===== config.mk =====
export PLATFORM = sky130hd
export DESIGN_NAME = key_sequence_prefix_matcher
export DESIGN_NICKNAME = d
export VERILOG_FILES = /design/src/rtl/core/kspm_pkg.sv /design/src/rtl/core/key_sequence_prefix_matcher.sv /design/src/rtl/core/kspm_ram.sv /design/src/rtl/core/kspm_front.sv /design/src/rtl/core/kspm_back.sv
export SDC_FILE = /design/constraint.sdc
export NUM_CORES = 2
export LEC_CHECK = 0
export ABC_CLOCK_PERIOD_IN_PS = 7300
export BUFFER_PORTS_ARGS = -buffer_cell sky130_fd_sc_hd__clkbuf_2
export CAP_MARGIN = 0
export CORE_ASPECT_RATIO = 0.9
export CORE_MARGIN = 10
export CORE_UTILIZATION = 50
export CTS_BUF_LIST = sky130_fd_sc_hd__clkbuf_4
export DETAILED_ROUTE_END_ITERATION = 8
export HOLD_SLACK_MARGIN = 0.12
export PLACE_DENSITY = 0.65
export SYNTH_ARGS = -nofsm -noshare
export SYNTH_HDL_FRONTEND = slang
export SYNTH_HIERARCHICAL = 1
export SYNTH_MEMORY_MAX_BITS = 65536
export SYNTH_SLANG_ARGS = --single-unit
export TNS_END_PERCENT = 5

===== constraint.sdc =====
create_clock -name clk -period 7.3 [get_ports clk]
set_clock_uncertainty 0.05 [all_clocks]
set_input_delay 0.73 -clock clk [delete_from_list [all_inputs] [get_ports clk]]
set_output_delay 0.73 -clock clk [all_outputs]
set_load 0.1 [all_outputs]

===== src/rtl/core/kspm_pkg.sv =====
`default_nettype none
// ----------------------------------------------------------------------------
// kspm_pkg: shared types and codes of the key sequence prefix matcher
// Request and result payloads, the queued command format, op and kind codes.
// ----------------------------------------------------------------------------
package kspm_pkg;

	localparam logic OP_LOAD = 1'b0;
	localparam logic OP_KEY  = 1'b1;

	localparam logic KIND_BINDING = 1'b0;
	localparam logic KIND_RAW     = 1'b1;

	// entry_bytes field width; sequence bytes past it are zero
	localparam int FIELD_BYTES = 4;

	typedef struct packed {
		logic        op;
		logic [6:0]  entry_slot;
		logic [2:0]  entry_length;
		logic [31:0] entry_bytes;
		logic [7:0]  key_byte;
	} kspm_in_t;

	typedef struct packed {
		logic       kind;
		logic [6:0] binding_slot;
		logic [7:0] raw_byte;
		logic       last;
	} kspm_out_t;

	// classified request as it sits in the queue
	typedef struct packed {
		logic        is_key;
		logic [6:0]  slot;
		logic [2:0]  len;    // already clamped
		logic [31:0] bytes;
		logic [7:0]  key;
	} kspm_cmd_t;

endpackage
`default_nettype wire


===== src/rtl/core/key_sequence_prefix_matcher.sv =====
`default_nettype none
// Loads: a load is queued, then written to the table when the back end pops it.
//   Key bytes: the back end scans the table slot by slot from slot 0 and
//   strobes a binding at the first exact match; raw results follow the end of
//   the scan, one per cycle. One slot per cycle is read over the table RAM read
//   port; the back end pops the next queued command only once it is idle again.
// Reset: after arst_n is released the table is cleared slot by slot, and
//   busy stays high meanwhile. Results are strobes; the receiver cannot stall.
// ----------------------------------------------------------------------------
// key_sequence_prefix_matcher: keyboard escape sequence matcher
// Gathers key bytes, reports the first exactly matching table slot, waits on
// a proper prefix, and otherwise passes the gathered bytes through raw.
// ----------------------------------------------------------------------------
module key_sequence_prefix_matcher #(
	parameter int TABLE_SLOTS   = 128,
	parameter int MAX_SEQ_BYTES = 4
) (
	input  wire logic                clk,
	input  wire logic                arst_n,
	// request side: accepted when start is high and busy is low
	input  wire logic                start,
	input  wire kspm_pkg::kspm_in_t  item,
	output logic                     busy,
	// result side: one strobe per result, no back pressure
	output logic                     strobe,
	output kspm_pkg::kspm_out_t      result
);
	import kspm_pkg::*;

	kspm_cmd_t head;
	logic      head_valid;
	logic      pop;
	logic      clearing;

	// front: classifies requests, drops out-of-range loads, queues commands
	kspm_front #(
		.TABLE_SLOTS   (TABLE_SLOTS),
		.MAX_SEQ_BYTES (MAX_SEQ_BYTES)
	) u_front (
		.clk        (clk),
		.arst_n     (arst_n),
		.start      (start),
		.item       (item),
		.hold       (clearing),
		.busy       (busy),
		.head       (head),
		.head_valid (head_valid),
		.pop        (pop)
	);

	// back: table RAM, per-byte slot scan, binding or raw byte sequencing
	kspm_back #(
		.TABLE_SLOTS   (TABLE_SLOTS),
		.MAX_SEQ_BYTES (MAX_SEQ_BYTES)
	) u_back (
		.clk        (clk),
		.arst_n     (arst_n),
		.head       (head),
		.head_valid (head_valid),
		.pop        (pop),
		.clearing   (clearing),
		.strobe     (strobe),
		.result     (result)
	);

endmodule
`default_nettype wire


===== src/rtl/core/kspm_ram.sv =====
`default_nettype none
// ----------------------------------------------------------------------------
// kspm_ram: generic single write port, single read port RAM
// One write and one registered read per cycle.
// ----------------------------------------------------------------------------
module kspm_ram #(
	parameter int WIDTH = 8,
	parameter int DEPTH = 16
) (
	input  wire logic                     clk,
	input  wire logic                     we,
	input  wire logic [$clog2(DEPTH)-1:0] waddr,
	input  wire logic [WIDTH-1:0]         wdata,
	input  wire logic [$clog2(DEPTH)-1:0] raddr,
	output logic      [WIDTH-1:0]         rdata
);

	logic [WIDTH-1:0] mem_q [DEPTH];

	always_ff @(posedge clk) begin
		if (we) begin
			mem_q[waddr] <= wdata;
		end
		rdata <= mem_q[raddr];
	end

endmodule
`default_nettype wire


===== src/rtl/core/kspm_front.sv =====
`default_nettype none
// ----------------------------------------------------------------------------
// kspm_front: request intake, classification and command queue
// Drops loads to missing slots, clamps lengths, queues up to two commands.
// ----------------------------------------------------------------------------
module kspm_front #(
	parameter int TABLE_SLOTS   = 128,
	parameter int MAX_SEQ_BYTES = 4
) (
	input  wire logic                clk,
	input  wire logic                arst_n,
	input  wire logic                start,
	input  wire kspm_pkg::kspm_in_t  item,
	input  wire logic                hold,
	output logic                     busy,
	output kspm_pkg::kspm_cmd_t      head,
	output logic                     head_valid,
	input  wire logic                pop
);
	import kspm_pkg::*;

	kspm_cmd_t  mem_q [2];
	logic       wp_q;
	logic       rp_q;
	logic [1:0] cnt_q;
	kspm_cmd_t  cmd;
	logic       keep;
	logic       push;

	always_comb begin
		cmd.is_key = (item.op == OP_KEY);
		cmd.slot   = item.entry_slot;
		cmd.len    = (int'(item.entry_length) > MAX_SEQ_BYTES) ?
			3'(MAX_SEQ_BYTES) : item.entry_length;
		cmd.bytes  = item.entry_bytes;
		cmd.key    = item.key_byte;
		keep       = cmd.is_key || (int'(item.entry_slot) < TABLE_SLOTS);
	end

	assign busy       = (cnt_q == 2'd2) || hold;
	assign push       = start && !busy && keep;
	assign head       = mem_q[rp_q];
	assign head_valid = (cnt_q != 2'd0);

	always_ff @(posedge clk) begin
		if (push) begin
			mem_q[wp_q] <= cmd;
		end
	end

	always_ff @(posedge clk or negedge arst_n) begin
		if (!arst_n) begin
			wp_q  <= 1'b0;
			rp_q  <= 1'b0;
			cnt_q <= 2'd0;
		end else begin
			if (push) begin
				wp_q <= ~wp_q;
			end
			if (pop) begin
				rp_q <= ~rp_q;
			end
			case ({push, pop})
				2'b10:   cnt_q <= cnt_q + 2'd1;
				2'b01:   cnt_q <= cnt_q - 2'd1;
				default: cnt_q <= cnt_q;
			endcase
		end
	end

endmodule
`default_nettype wire


===== src/rtl/core/kspm_back.sv =====
`default_nettype none
// ----------------------------------------------------------------------------
// kspm_back: table store, slot scan and result sequencing
// Clears the table after reset, writes loads, scans slots for each key byte.
// ----------------------------------------------------------------------------
module kspm_back #(
	parameter int TABLE_SLOTS   = 128,
	parameter int MAX_SEQ_BYTES = 4
) (
	input  wire logic                 clk,
	input  wire logic                 arst_n,
	input  wire kspm_pkg::kspm_cmd_t  head,
	input  wire logic                 head_valid,
	output logic                      pop,
	output logic                      clearing,
	output logic                      strobe,
	output kspm_pkg::kspm_out_t       result
);
	import kspm_pkg::*;

	localparam int AW = $clog2(TABLE_SLOTS);
	localparam int LW = $clog2(MAX_SEQ_BYTES + 1);
	localparam int CW = LW;
	localparam int IW = $clog2(MAX_SEQ_BYTES);
	localparam int EW = MAX_SEQ_BYTES * 8 + LW;
	localparam logic [AW-1:0] LAST_SLOT = AW'(TABLE_SLOTS - 1);

	localparam logic [1:0] ST_CLEAR = 2'd0;
	localparam logic [1:0] ST_IDLE  = 2'd1;
	localparam logic [1:0] ST_SCAN  = 2'd2;
	localparam logic [1:0] ST_EMIT  = 2'd3;

	logic [1:0]    state_q;
	logic [AW-1:0] clr_q;
	logic [AW-1:0] scan_q;
	logic          issue_done_q;
	logic          rd_vld_s1;
	logic [AW-1:0] rd_slot_s1;
	logic          prefix_q;
	logic [7:0]    gb_q [MAX_SEQ_BYTES];
	logic [CW-1:0] cnt_q;
	logic [IW-1:0] emit_q;
	logic          strobe_q;
	kspm_out_t     result_q;

	logic          we;
	logic [AW-1:0] waddr;
	logic [EW-1:0] wdata;
	logic [EW-1:0] entry;
	logic [EW-1:0] rdata;
	logic [LW-1:0] rd_len;
	logic [MAX_SEQ_BYTES-1:0] byte_ok;
	logic          hit;
	logic          exact;
	logic          prefix_now;
	logic          emit_last;

	// table entry layout: {bytes, length}
	assign entry[LW-1:0] = LW'(head.len);
	for (genvar i = 0; i < MAX_SEQ_BYTES; i++) begin : g_bytes
		if (i < FIELD_BYTES) begin : g_in
			assign entry[LW + 8*i +: 8] = head.bytes[8*i +: 8];
		end else begin : g_zero
			assign entry[LW + 8*i +: 8] = 8'd0;
		end
	end

	assign pop      = (state_q == ST_IDLE) && head_valid;
	assign clearing = (state_q == ST_CLEAR);
	assign we       = clearing || (pop && !head.is_key);
	assign waddr    = clearing ? clr_q : AW'(head.slot);
	assign wdata    = clearing ? '0 : entry;

	kspm_ram #(
		.WIDTH (EW),
		.DEPTH (TABLE_SLOTS)
	) u_table (
		.clk   (clk),
		.we    (we),
		.waddr (waddr),
		.wdata (wdata),
		.raddr (scan_q),
		.rdata (rdata)
	);

	// compare the returned slot against the gathered bytes
	always_comb begin
		rd_len = rdata[LW-1:0];
		for (int i = 0; i < MAX_SEQ_BYTES; i++) begin
			byte_ok[i] = (CW'(i) >= cnt_q) || (rdata[LW + 8*i +: 8] == gb_q[i]);
		end
		hit        = (rd_len != '0) && (rd_len >= cnt_q) && (&byte_ok);
		exact      = hit && (rd_len == cnt_q);
		prefix_now = hit && (rd_len != cnt_q);
		emit_last  = ((CW'(emit_q) + CW'(1)) == cnt_q);
	end

	always_ff @(posedge clk) begin
		rd_slot_s1 <= scan_q;
		if (pop && head.is_key) begin
			gb_q[cnt_q[IW-1:0]] <= head.key;
		end
	end

	always_ff @(posedge clk or negedge arst_n) begin
		if (!arst_n) begin
			state_q      <= ST_CLEAR;
			clr_q        <= '0;
			scan_q       <= '0;
			issue_done_q <= 1'b0;
			rd_vld_s1    <= 1'b0;
			prefix_q     <= 1'b0;
			cnt_q        <= '0;
			emit_q       <= '0;
			strobe_q     <= 1'b0;
			result_q     <= '0;
		end else begin
			// one result per binding, one per cycle while emitting raw bytes
			strobe_q  <= ((state_q == ST_SCAN) && rd_vld_s1 && exact) ||
				(state_q == ST_EMIT);
			rd_vld_s1 <= (state_q == ST_SCAN) && !issue_done_q;
			unique case (state_q)
				ST_CLEAR: begin
					clr_q <= clr_q + AW'(1);
					if (clr_q == LAST_SLOT) begin
						state_q <= ST_IDLE;
					end
				end
				ST_IDLE: begin
					if (pop && head.is_key) begin
						cnt_q        <= cnt_q + CW'(1);
						scan_q       <= '0;
						issue_done_q <= 1'b0;
						prefix_q     <= 1'b0;
						state_q      <= ST_SCAN;
					end
				end
				ST_SCAN: begin
					if (!issue_done_q) begin
						if (scan_q == LAST_SLOT) begin
							issue_done_q <= 1'b1;
						end else begin
							scan_q <= scan_q + AW'(1);
						end
					end
					if (rd_vld_s1) begin
						if (exact) begin
							result_q.kind         <= KIND_BINDING;
							result_q.binding_slot <= 7'(rd_slot_s1);
							result_q.raw_byte     <= 8'd0;
							result_q.last         <= 1'b1;
							cnt_q                 <= '0;
							state_q               <= ST_IDLE;
						end else begin
							if (prefix_now) begin
								prefix_q <= 1'b1;
							end
							if (rd_slot_s1 == LAST_SLOT) begin
								if (prefix_q || prefix_now) begin
									state_q <= ST_IDLE;
								end else begin
									emit_q  <= '0;
									state_q <= ST_EMIT;
								end
							end
						end
					end
				end
				ST_EMIT: begin
					result_q.kind         <= KIND_RAW;
					result_q.binding_slot <= 7'd0;
					result_q.raw_byte     <= gb_q[emit_q];
					result_q.last         <= emit_last;
					emit_q                <= emit_q + IW'(1);
					if (emit_last) begin
						cnt_q   <= '0;
						state_q <= ST_IDLE;
					end
				end
				default: begin
					state_q <= ST_IDLE;
				end
			endcase
		end
	end

	assign strobe = strobe_q;
	assign result = result_q;

endmodule
`default_nettype wire

==> impl_metrics.ini <==
[route]
highest_layer = met5
met3_length_mm = 59.26
wl_met2_mm = 215.6
drt-initial-drc-count = 13300
num_vias = 86860
postRouteAntennaNets = 0
drc_errors = 0
drt_first_pass_iters = 6
drt-met1-wl_mm = 177.8
wl_mm = 469.5
via_per_inst = 6.276
routedWlPerCell_um = 33.92

[critical_path]
worstPathMaxFanout = 30
end_kind = flop
r2r_slack_ns = 1.99
crit_arrival_ns = 6.55
cp-start-kind = flop
critical_path_class = flop to flop
cp.required_ns = 8.54

[clock_network]
clkSlewWorstSetupHoldPaths_ns = 0.07
clock-sinks = 4702
clockBufferDepth = 5
numCtsBuffers = 1229
cts_tree = built
postCtsSetupRepairBufs = 0
cts-root-buf = clkbuf_4
htree_levels = 7
cts-resized-gates = 0
clk_latency_ns = 1.70

[layout]
stdcell_count = 13840
drive_above_1_share_pct = 42.65
nets = 8446
syn_to_final_growth_pct = 13.08

[placement]
numPortBuffers = 72
dp_hpwl_mm = 259.0
dp.cells = 11760
gp_congestion = 0.9112

[logic_synthesis]
seq_area_frac_synth_pct = 78.41
syn_area_um2 = 179200
synth.largest_area_cell = edfxtp_1
syn_avg_cell_area_um2 = 25.35
yosysTopAreaCellShare_pct = 77.30
ys_warn_count = 6
synth-main-ff-cell = edfxtp_1
netlist_instances = 7072
yosys_register_bits = 4702
synth_area_leaders = edfxtp_1 77%, mux4_2 19%, dfrtp_1 0.64%
synth_nets = 7142
synth_edf_count = 4614
async_flop_share_pct = 0.9783
yosysUniqueCellTypes = 54

[floorplan]
die_w_um = 651.1
rows = 208
ios = 73
core_um2 = 356800
start_util_pct = 50.24
dieArea_um2 = 382900
die_y_um = 588.0

[grt]
grt_pass1_wl_mm = 662.8
grt_pass1_vias = 89160
grt_antenna_before_repair = 84
grt_max_degree = 154
grt_usage_pct = 24.61
grt_overflow = 0

[sta]
period_needed_ns = 5.310
max_freq_mhz = 188.3
hold_viol_final = 0
finalMaxSlewViolations = 0
worstMarginPinSlew_ns = 1.334
finalSetupViolations = 0
period_share_pct = 72.74
max_slew_margin_pct = 10.99
tns_ns = 0
rsz0062_at_grt = no

[outcome]
outcome = completed

[pwr]
powerDensity_nw_per_um2 = 248.7
power_uw = 50410
leakagePower_uw = 0.04971
peakVddDrop_v = 0.0001444

[hold_path]
hp-class = primary input to flop

[job]
cap_violations = 0
area by class of cell:
class	count	area (um^2)
Fill cell	25760	154100
Sequential cell	4702	140600
Multi-Input combinational cell	1990	38310
Clock buffer	1721	12920
Tap cell	4725	5912
Timing Repair Buffer	440	3714
Clock inverter	208	1109
Antenna cell	42	105.1
Inverter	13	48.80
per-stage QoR:
| stage | setup slack [ns] | utilization [%] | cell area [um^2] | hold slack, ns |
|---|---|---|---|---|
| CTS | 2.042 | 56.78 | 202600 | 0.1270 |
| finish | 1.990 | 56.81 | 202700 | 0.3314 |
| global placement | 2.109 | 52.54 | 187500 | 0.4061 |
| floorplan | 2.184 | - | 179200 | 0.3510 |
| detailed placement | 2.110 | 52.54 | 187500 | 0.4371 |
| global route | 1.906 | 56.80 | 202700 | 0.2423 |
placed cells by master, fill, tap and decap left out, drive strengths merged, types with 16 or more instances in the layout:
cell type and n:
clkinv 166, xor2 32, dlygate4sd3 106, dfrtp 46
ha 16, nand3 24, nand2 28, xnor2 17
buf 263, mux4 1478, dfxtp 42, nor2 138
clkbuf 1792, mux2 97, edfxtp 4614, nor2b 47
diode 42, inv 39
sequential cells by signal, indices dropped and copies added (netlist names), 7 cells and up:
register / flops
u_back/clr_q: 7
u_back/result: 17
u_back/gb_q: 32
u_back/u_table/rdata: 35
u_front/mem_q: 102
u_back/scan_q: 7
u_back/rd_slot_s1: 7
u_back/u_table/mem_q: 4480
path summary, 6_finish.rpt:
check	start	end	cells past startpoint
hold reg to reg	u_back/clr_q[6]	u_back/clr_q[6]	1
hold / removal	item[26]	u_front/mem_q[1][26]	3
max in group asynchronous	arst_n	u_back/result[11]	6
setup / recovery	u_back/state_q[1]	u_back/u_table/mem_q[38][17]	7
min in group asynchronous	arst_n	u_back/result[1]	5
setup reg to reg	u_back/state_q[1]	u_back/u_table/mem_q[38][17]	7
critical path: stages, from the launching register on:
cell and delay [ns]:
dfrtp_1 0.44, inv_1 0.18, ha_4 0.54, mux2_2 0.59
nor2b_1 0.43, nand3_2 1.04, nor2_4 1.22, buf_4 0.40
synth_stat cells, types with 2 or more instances:
library cell / n
ha_1: 16
or3_1: 2
mux2_4: 49
nand4_1: 10
mux2i_1: 9
mux2_2: 46
mux4_2: 1478
nor3_1: 14
a21boi_0: 2
nand3b_1: 2
nand3_1: 24
o21ai_0: 11
nor4_1: 6
nand2_1: 28
a31oi_1: 3
and2_1: 5
clkbuf_1: 220
xor2_1: 32
mux2_1: 2
dfrtp_1: 46
buf_2: 91
nand2b_1: 7
buf_12: 5
buf_6: 3
nor2_1: 138
xnor2_1: 17
dfxtp_1: 42
edfxtp_1: 4614
a21o_1: 4
a22o_1: 9
buf_1: 48
and3_1: 3
a21oi_1: 7
nor4_4: 2
nor2b_1: 47
inv_1: 12
power breakdown:
part	total [uW]	switching (uW)	leakage [uW]	internal, uW
logic	94.0	44.7	0.00807	49.3
clock network	21100	10000	0.00847	11100
registers	29200	0	0.0332	29200
layer usage:
metal / up-vias / global-route usage [%]
met5: - / 0
met4: 20 / 10.71
met3: 843 / 7.601
met2: 5474 / 35.88
met1: 46430 / 34.66
li1: 34100 / -
cells by family after synthesis:
group	after synthesis	share of synthesized area, %
flip-flops	4702	78.41
multiplexers	1584	19.33
buffers and inverters	380	0.9172
AND/OR/NAND/NOR	293	0.8027
XOR/XNOR	49	0.2394
AO/OA/AOI/OAI	48	0.1878
adder cells (fa/ha/maj)	16	0.1117
what timing repair did:
action / in CTS / in global routing
endpoints found under the hold margin: 165 / 0
endpoints found under the setup margin: 0 / 0
hold buffers: 107 / 0
Note: power is estimated with default switching activity, not from simulation.
